**src/hw/rtl/u2u8_pkg.sv**
```systemverilog
// shared types, constants and byte-encoding helpers for the utf-16/32 to utf-8 transcoder
package u2u8_pkg;

    localparam int unsigned CP_W = 21;

    localparam logic [15:0] HIGH_FIRST = 16'hD800;
    localparam logic [15:0] HIGH_LAST  = 16'hDBFF;
    localparam logic [15:0] LOW_FIRST  = 16'hDC00;
    localparam logic [15:0] LOW_LAST   = 16'hDFFF;
    localparam logic [CP_W-1:0] CP_REPLACEMENT = 21'h00FFFD;
    localparam logic [CP_W-1:0] CP_SUPP_BASE   = 21'h010000;
    localparam logic [CP_W-1:0] CP_MAX_1B      = 21'h00007F;
    localparam logic [CP_W-1:0] CP_MAX_2B      = 21'h0007FF;
    localparam logic [CP_W-1:0] CP_MAX_3B      = 21'h00FFFF;

    // sequence length codes: last byte index of the sequence
    localparam logic [1:0] LEN_1 = 2'd0;
    localparam logic [1:0] LEN_2 = 2'd1;
    localparam logic [1:0] LEN_3 = 2'd2;
    localparam logic [1:0] LEN_4 = 2'd3;

    // lead byte prefixes
    localparam logic [2:0] LEAD_2 = 3'b110;
    localparam logic [3:0] LEAD_3 = 4'b1110;
    localparam logic [4:0] LEAD_4 = 5'b11110;
    localparam logic [1:0] CONT   = 2'b10;

    // one unit of work for the byte engine
    typedef struct packed {
        logic            pre_rep;   // emit the replacement character first
        logic            main;      // then encode cp
        logic [CP_W-1:0] cp;
    } t_entry;

    function automatic logic [1:0] len_code(input logic [CP_W-1:0] cp);
        logic [1:0] len;
        if (cp <= CP_MAX_1B) begin
            len = LEN_1;
        end else if (cp <= CP_MAX_2B) begin
            len = LEN_2;
        end else if (cp <= CP_MAX_3B) begin
            len = LEN_3;
        end else begin
            len = LEN_4;
        end
        return len;
    endfunction

    function automatic logic [7:0] utf8_byte(input logic [CP_W-1:0] cp,
                                             input logic [1:0]      len,
                                             input logic [1:0]      idx);
        logic [7:0] b;
        logic [1:0] from_end;
        from_end = len - idx;
        if (idx == 2'd0) begin
            unique case (len)
                LEN_1:   b = {1'b0, cp[6:0]};
                LEN_2:   b = {LEAD_2, cp[10:6]};
                LEN_3:   b = {LEAD_3, cp[15:12]};
                LEN_4:   b = {LEAD_4, cp[20:18]};
                default: b = 8'h00;
            endcase
        end else begin
            unique case (from_end)
                2'd0:    b = {CONT, cp[5:0]};
                2'd1:    b = {CONT, cp[11:6]};
                2'd2:    b = {CONT, cp[17:12]};
                default: b = 8'h00;
            endcase
        end
        return b;
    endfunction

endpackage

```
**src/hw/rtl/u2u8_front.sv**
```systemverilog
// front end: accepts wide units, pairs surrogates and queues work for the byte engine
module u2u8_front (
    input  logic             i_clk,
    input  logic             i_rst_n,
    input  logic             i_cfg_we,
    input  logic             i_cfg_wdata,
    input  logic             i_in_valid,
    input  logic [20:0]      i_code_unit,
    input  logic             i_end_of_string,
    input  logic             i_q_full,
    output logic             o_in_ready,
    output logic             o_push,
    output u2u8_pkg::t_entry o_entry
);
    import u2u8_pkg::*;

    logic       r_mode32, n_mode32;
    logic       r_pend, n_pend;
    logic [9:0] r_held, n_held;

    logic        accept;
    logic [15:0] u16;
    logic        is_high, is_low;
    t_entry      ent;

    assign o_in_ready = !i_q_full;
    assign accept     = i_in_valid && !i_q_full;
    assign u16        = i_code_unit[15:0];
    assign is_high    = (u16 >= HIGH_FIRST) && (u16 <= HIGH_LAST);
    assign is_low     = (u16 >= LOW_FIRST) && (u16 <= LOW_LAST);

    always_comb begin
        ent     = '0;
        n_pend  = r_pend;
        n_held  = r_held;
        n_mode32 = r_mode32;
        if (r_mode32) begin
            ent.main = 1'b1;
            ent.cp   = i_code_unit;
            if (accept) begin
                n_pend = 1'b0;
                n_held = '0;
            end
        end else if (r_pend && is_low) begin
            ent.main = 1'b1;
            ent.cp   = CP_SUPP_BASE + {1'b0, r_held, u16[9:0]};
            if (accept) begin
                n_pend = 1'b0;
                n_held = '0;
            end
        end else begin
            ent.pre_rep = r_pend;
            if (accept) begin
                n_pend = 1'b0;
                n_held = '0;
            end
            if (is_high) begin
                if (i_end_of_string) begin
                    ent.main = 1'b1;
                    ent.cp   = {5'd0, u16};
                end else if (accept) begin
                    n_pend = 1'b1;
                    n_held = u16[9:0];
                end
            end else if (is_low) begin
                ent.main = 1'b1;
                ent.cp   = CP_REPLACEMENT;
            end else begin
                ent.main = 1'b1;
                ent.cp   = {5'd0, u16};
            end
        end
        // register write resets the surrogate tracker
        if (i_cfg_we) begin
            n_mode32 = i_cfg_wdata;
            n_pend   = 1'b0;
            n_held   = '0;
        end
    end

    assign o_push  = accept && (ent.pre_rep || ent.main);
    assign o_entry = ent;

    always_ff @(posedge i_clk) begin
        if (!i_rst_n) begin
            r_mode32 <= 1'b0;
            r_pend   <= 1'b0;
            r_held   <= '0;
        end else begin
            r_mode32 <= n_mode32;
            r_pend   <= n_pend;
            r_held   <= n_held;
        end
    end

endmodule

```
**src/hw/rtl/u2u8_queue.sv**
```systemverilog
// small register queue between the front end and the byte engine
module u2u8_queue #(
    parameter int unsigned DEPTH = 4
) (
    input  logic             i_clk,
    input  logic             i_rst_n,
    input  logic             i_push,
    input  u2u8_pkg::t_entry i_entry,
    input  logic             i_pop,
    output logic             o_full,
    output logic             o_valid,
    output u2u8_pkg::t_entry o_entry
);
    import u2u8_pkg::*;

    localparam int unsigned AW = (DEPTH > 1) ? $clog2(DEPTH) : 1;
    localparam int unsigned CW = $clog2(DEPTH + 1);
    localparam logic [AW-1:0] LAST_PTR = AW'(DEPTH - 1);
    localparam logic [CW-1:0] FULL_CNT = CW'(DEPTH);

    t_entry          r_mem [DEPTH];
    logic [AW-1:0]   r_wp, n_wp;
    logic [AW-1:0]   r_rp, n_rp;
    logic [CW-1:0]   r_cnt, n_cnt;
    logic            do_push, do_pop;

    assign o_full  = (r_cnt == FULL_CNT);
    assign o_valid = (r_cnt != '0);
    assign o_entry = r_mem[r_rp];
    assign do_push = i_push && !o_full;
    assign do_pop  = i_pop && o_valid;

    always_comb begin
        n_wp  = r_wp;
        n_rp  = r_rp;
        n_cnt = r_cnt;
        if (do_push) begin
            n_wp = (r_wp == LAST_PTR) ? '0 : r_wp + AW'(1);
        end
        if (do_pop) begin
            n_rp = (r_rp == LAST_PTR) ? '0 : r_rp + AW'(1);
        end
        if (do_push && !do_pop) begin
            n_cnt = r_cnt + CW'(1);
        end else if (do_pop && !do_push) begin
            n_cnt = r_cnt - CW'(1);
        end
    end

    always_ff @(posedge i_clk) begin
        if (do_push) begin
            r_mem[r_wp] <= i_entry;
        end
    end

    always_ff @(posedge i_clk) begin
        if (!i_rst_n) begin
            r_wp  <= '0;
            r_rp  <= '0;
            r_cnt <= '0;
        end else begin
            r_wp  <= n_wp;
            r_rp  <= n_rp;
            r_cnt <= n_cnt;
        end
    end

endmodule

```
**src/hw/rtl/u2u8_back.sv**
```systemverilog
// byte engine: walks each queued entry and emits one utf-8 byte per cycle while the output side accepts
module u2u8_back (
    input  logic             i_clk,
    input  logic             i_rst_n,
    input  logic             i_q_valid,
    input  u2u8_pkg::t_entry i_entry,
    output logic             o_pop,
    output logic             o_valid,
    input  logic             i_ready,
    output logic [7:0]       o_byte,
    output logic             o_last
);
    import u2u8_pkg::*;

    logic            r_busy;
    logic            r_rep;
    logic            r_main;
    logic [CP_W-1:0] r_cp;
    logic [1:0]      r_idx;
    logic            r_ov;
    logic [7:0]      r_obyte;
    logic            r_olast;

    logic [CP_W-1:0] cur_cp;
    logic [1:0]      cur_len;
    logic            at_end;
    logic            entry_last;
    logic            adv;

    assign cur_cp     = r_rep ? CP_REPLACEMENT : r_cp;
    assign cur_len    = len_code(cur_cp);
    assign at_end     = (r_idx == cur_len);
    assign entry_last = at_end && (!r_rep || !r_main);
    assign adv        = r_busy && (!r_ov || i_ready);
    assign o_pop      = i_q_valid && (!r_busy || (adv && entry_last));

    assign o_valid = r_ov;
    assign o_byte  = r_obyte;
    assign o_last  = r_olast;

    always_ff @(posedge i_clk) begin
        if (adv) begin
            r_obyte <= utf8_byte(cur_cp, cur_len, r_idx);
            r_olast <= entry_last;
        end
        if (o_pop) begin
            r_rep  <= i_entry.pre_rep;
            r_main <= i_entry.main;
            r_cp   <= i_entry.cp;
        end else if (adv && at_end && !entry_last) begin
            r_rep <= 1'b0;
        end
    end

    always_ff @(posedge i_clk) begin
        if (!i_rst_n) begin
            r_busy <= 1'b0;
            r_idx  <= '0;
            r_ov   <= 1'b0;
        end else begin
            // a pop happens only when idle or on the last byte of an entry
            if (o_pop) begin
                r_busy <= 1'b1;
                r_idx  <= '0;
            end else if (adv) begin
                if (at_end) begin
                    r_idx <= '0;
                    if (entry_last) begin
                        r_busy <= 1'b0;
                    end
                end else begin
                    r_idx <= r_idx + 2'd1;
                end
            end
            if (adv) begin
                r_ov <= 1'b1;
            end else if (r_ov && i_ready) begin
                r_ov <= 1'b0;
            end
        end
    end

endmodule

```
**src/hw/rtl/utf16_to_utf8_transcoder_unit.sv**
```systemverilog
// top level of the utf-16/utf-32 to utf-8 transcoder
//
// takes one wide code unit per input beat and emits its utf-8 bytes, one byte per
// output beat, with tlast on the final byte caused by that unit. with the mode
// register at 0 the unit is utf-16: a high surrogate is held (no output) until the
// next unit; a following low surrogate yields one four-byte sequence, anything else
// yields u+fffd and is then handled afresh. a lone low surrogate yields u+fffd, and
// a high surrogate marked end of string is encoded as itself. with the mode register
// at 1 every 21-bit value is encoded by length class. writing the register drops
// any held surrogate; write it only while the block is idle. a unit yields up to six
// output bytes (none for a held high surrogate); the byte engine emits one byte per
// cycle while the output side accepts. the front end classifies a unit in the cycle it
// is accepted and keeps taking units while the queue has room, so a stalled output
// side does not stall the input until the queue fills
module utf16_to_utf8_transcoder_unit #(
    parameter int unsigned QUEUE_DEPTH = 4
) (
    input  logic        i_clk,
    input  logic        i_rst_n,
    // configuration: wide_is_32bit
    input  logic        i_cfg_we,
    input  logic        i_cfg_wdata,
    // input stream
    input  logic        i_s_axis_tvalid,
    output logic        o_s_axis_tready,
    input  logic [23:0] i_s_axis_tdata,   // [20:0] code_unit, [23:21] zero
    input  logic        i_s_axis_tlast,   // end_of_string
    // output stream
    output logic        o_m_axis_tvalid,
    input  logic        i_m_axis_tready,
    output logic [7:0]  o_m_axis_tdata,   // [7:0] out_byte
    output logic        o_m_axis_tlast    // last_of_run
);
    import u2u8_pkg::*;

    // front to queue
    logic   push;
    t_entry push_entry;
    logic   q_full;

    // queue to back
    logic   q_valid;
    t_entry q_entry;
    logic   pop;

    // classify and pair surrogates
    u2u8_front u_front (
        .i_clk           (i_clk),
        .i_rst_n         (i_rst_n),
        .i_cfg_we        (i_cfg_we),
        .i_cfg_wdata     (i_cfg_wdata),
        .i_in_valid      (i_s_axis_tvalid),
        .i_code_unit     (i_s_axis_tdata[20:0]),
        .i_end_of_string (i_s_axis_tlast),
        .i_q_full        (q_full),
        .o_in_ready      (o_s_axis_tready),
        .o_push          (push),
        .o_entry         (push_entry)
    );

    // decouples unit acceptance from byte emission
    u2u8_queue #(
        .DEPTH (QUEUE_DEPTH)
    ) u_queue (
        .i_clk   (i_clk),
        .i_rst_n (i_rst_n),
        .i_push  (push),
        .i_entry (push_entry),
        .i_pop   (pop),
        .o_full  (q_full),
        .o_valid (q_valid),
        .o_entry (q_entry)
    );

    // serialize bytes into the output register
    u2u8_back u_back (
        .i_clk     (i_clk),
        .i_rst_n   (i_rst_n),
        .i_q_valid (q_valid),
        .i_entry   (q_entry),
        .o_pop     (pop),
        .o_valid   (o_m_axis_tvalid),
        .i_ready   (i_m_axis_tready),
        .o_byte    (o_m_axis_tdata),
        .o_last    (o_m_axis_tlast)
    );

endmodule

```
**config.mk**
```make
export PLATFORM = sky130hd
export DESIGN_NAME = utf16_to_utf8_transcoder_unit
export DESIGN_NICKNAME = d
export VERILOG_FILES = /design/src/hw/rtl/u2u8_pkg.sv /design/src/hw/rtl/u2u8_front.sv /design/src/hw/rtl/u2u8_queue.sv /design/src/hw/rtl/u2u8_back.sv /design/src/hw/rtl/utf16_to_utf8_transcoder_unit.sv
export SDC_FILE = /design/constraint.sdc
export NUM_CORES = 1
export LEC_CHECK = 0
export BUFFER_PORTS_ARGS = -buffer_cell sky130_fd_sc_hd__buf_2
export CORE_ASPECT_RATIO = 1.25
export CORE_UTILIZATION = 60
export DETAILED_ROUTE_END_ITERATION = 16
export GPL_ROUTABILITY_DRIVEN = 0
export PLACE_DENSITY = 0.79
export SLEW_MARGIN = 20
export SYNTH_ARGS = -nofsm -noshare
export SYNTH_HDL_FRONTEND = slang
export SYNTH_HIERARCHICAL = 1
export SYNTH_SLANG_ARGS = --single-unit
```
**constraint.sdc**
```tcl
create_clock -name i_clk -period 5.8 [get_ports i_clk]
set_input_delay 0.87 -clock i_clk [delete_from_list [all_inputs] [get_ports i_clk]]
set_output_delay 0.87 -clock i_clk [all_outputs]
set_load 0.02 [all_outputs]
```
==> impl_results.md <==
* Largest net degree at the start of global routing at 24
* Worst path arrival time at 5100 ps
* Synth Cell Area at 6570 µm²
* GRT Total Usage at 0.250
* Max clock buf depth at 2
* Slew Viols, Final at 0
* Ports at 42
* Max Clock Freq at 209 MHz
* RR Endpoint: u_queue/r_cnt[2]
* Setup Buffers After CTS at 0
* Clock Sinks at 149
* Number of flops mapped to enable cells by yosys at 124
* Setup Skew at 8.79 ps
* Vias per Instance at 6.36
* Final nets at 517
* Clock buffers created by TritonCTS at 17
* Outcome: complete, no violations
* Overall via count from detail_route at 3,948
* Crit share post-route at 0.823
* Max incr delay on CP at 540 ps
* Hold path cells at 2
* Synth async-reset ratio at 0
* Rows at 42
* FF+latch count, synth at 149
* Worst Max-Slew Pin Slew at 843 ps
* TritonCTS clock tree: done
* Fin crit period at 4770 ps
* P_leak at 0.00258 µW
* Synth Instances at 434
* Ys flop type: edfxtp_1
* Pwr Total at 3870 µW
* ANT cells at 0
* R2R Setup Slk at 1030 ps
* Top-count cell post-synth: edfxtp_1
* Unrepaired setup endpoints after global routing: no
* Hold Path Class: reg -> reg
* Syn nets at 475
* CTS Hold Bufs at 0
* Routed length per instance at 20.3 µm
* Antenna Nets Post-Route at 0
* Residual DRC at 0
* Crit path max fanout at 23
* Final setup fails at 0
* Worst path required time at 6130 ps
* CP dominant cell by count: nand2_1
* Avg Cell Area, Syn at 15.1 µm²
* Chip Width at 95.6 µm
* Final wirelength at 12.6 mm
* Die ar. at 11,400 µm²
* PortBufs at 38
* Worst vdd ir at 0.330 mV
* Die Span Y at 119 µm
* P&R area growth vs syn at 14.0%
* Unique masters post-synth at 71
* Placement Cell Area at 6820 µm²
* Slew headroom at 0.437
* First-pass GRT wire length at 20.3 mm
* Critical path endpoint category: flip-flop
* Design area at 7480 µm²
* Crit start category: flip-flop
* Max_cap viols at 0
* Largest area contributor in the netlist: edfxtp_1
* Initial core utilization at 0.619
* Path depth of the worst reg2reg path at 17
* Core Area at 10,600 µm²
* Setup WS pre-CTS at 1160 ps
* Slowest cell on the critical path: edfxtp_1
* Drt pass-1 iters at 5
* Top cells by area, synth: edfxtp_1, dfxtp_1, mux4_2
* Fill cells at 691
* Worst-Skew Late Latency at 410 ps
* DP HPWL at 8.28 mm
* Detailed router's first-iteration violation count at 311
* Vias in the first global route at 3,961
* CTS Root Cell: clkbuf_16
* Antenna violations before repair at 0
* Clock transition at path regs at 60 ps
* Register area share after synthesis at 0.643
* Crit-path cells: buf_4 -> nor4_4 -> and4_1 -> nand2_1 -> nand2_1 -> ha_1 -> nand2_1 -> o21ai_1 -> and2_1 -> buf_4 -> o31ai_1 -> ha_1 -> inv_1 -> fa_1 -> xor2_1 -> or3_2 -> a21boi_0
* Setup ws final at 1030 ps
* Synth top cells by count: edfxtp_1, dfxtp_1, nand2_1
* Resized cells post-CTS at 0
* Endpoints failing hold at 0
* H-tree depth at 4
* Yosys top cell area share at 0.567
* CP Class: reg -> reg
* GRT overflow at 0
* Setup TNS at 0 ps
* Synth warnings at 6
* R2r startpoint: u_back/r_rep
* Pwr dens at 517 nW/µm²
* Share of cells above drive strength 1 at 0.243
## registers in the layout, indices dropped and copies added, names as in the netlist, 2 cells and up, named ones only
signal	cells
u_back/r_cp	21
u_queue/r_mem	92
u_back/r_idx	2
u_queue/r_wp	2
u_queue/r_cnt	3
u_queue/r_rp	2
u_back/o_byte	8
## cells in the final DEF (no fill, tap or decap), types with 3 or more instances in the layout
cell type	n
buf_2	38
o31ai_1	4
a31oi_1	4
nand2_1	23
nor3_1	8
ha_1	9
a21boi_0	12
dfxtp_1	25
nand2b_1	5
a221oi_1	3
edfxtp_1	124
xnor2_1	3
mux4_2	22
mux2i_1	5
nor2_1	14
buf_4	7
o21ai_1	10
a21oi_1	11
nor4_1	3
o22a_1	9
clkinvlp_4	3
bufinv_16	6
inv_1	17
clkbuf_16	17
nor2b_1	6
nor4_4	3
a211oi_1	3
o21ai_0	9
a22o_1	9
nand3_1	18
and2_1	4
## report_power, final
group	switching (µW)	internal, µW	total, µW
Sequential	162	1480	1640
Combinational	598	424	1020
Clock	403	804	1210
Total	1160	2710	3870
## kinds of logic (layout without fill, tap and decap cells)
family,count (synthesis),count (layout),synth area share
simple gates,104,104,0.0966
compound gates,94,94,0.103
buf+inv,40,95,0.0339
mux,30,30,0.0911
flops,149,149,0.643
xor+xnor,7,7,0.0116
fa+ha+maj,10,10,0.0202
## metrics by stage
stage,utilization,cells,hold slack [ps]
2_1_floorplan,-,434,432
3_3_place_gp,0.642,589,451
3_5_place_dp,0.643,589,461
4_1_cts,0.705,621,469
5_1_grt,0.705,621,491
6_report,0.705,621,469
## worst max-delay path, delay by kind of cell (launching register included)
kind | cells | cell delay [ps]
xor+xnor | 1 | 170
compound gates | 3 | 500
flops | 1 | 540
fa+ha+maj | 3 | 1090
buf+inv | 3 | 550
simple gates | 7 | 1850
## metal layers
metal  vias up  share of wire  GRT usage
met5         -              0          0
met4         0          0.024      0.104
met3        37          0.055     0.0658
met2       178           0.54      0.431
met1      1932           0.38      0.291
li1       1801              -          -
## cell type report
cell class | instances | area [µm²] | area share
sequential | 149 | 4220 | 0.564
inverter | 18 | 67.6 | 0.00903
clock inverter | 14 | 234 | 0.0313
clock buffer | 18 | 429 | 0.0573
multi-input combinational | 245 | 2120 | 0.284
timing repair buffer | 45 | 243 | 0.0324
tap | 132 | 165 | 0.0221
## worst max path at each step
stage	from	to	slack (ps)	cells after the start
floorplan	u_back/r_rep	u_queue/r_cnt[2]	1720	17
global placement	u_back/r_rep	u_queue/r_cnt[2]	1340	17
detailed placement	u_back/r_rep	u_queue/r_cnt[2]	1160	17
CTS	u_back/r_rep	u_queue/r_cnt[2]	1080	17
global route	u_back/r_rep	u_queue/r_cnt[2]	770	17
finish	u_back/r_rep	u_queue/r_cnt[2]	1030	17
No activity file was read; power rests on OpenSTA's default activity.
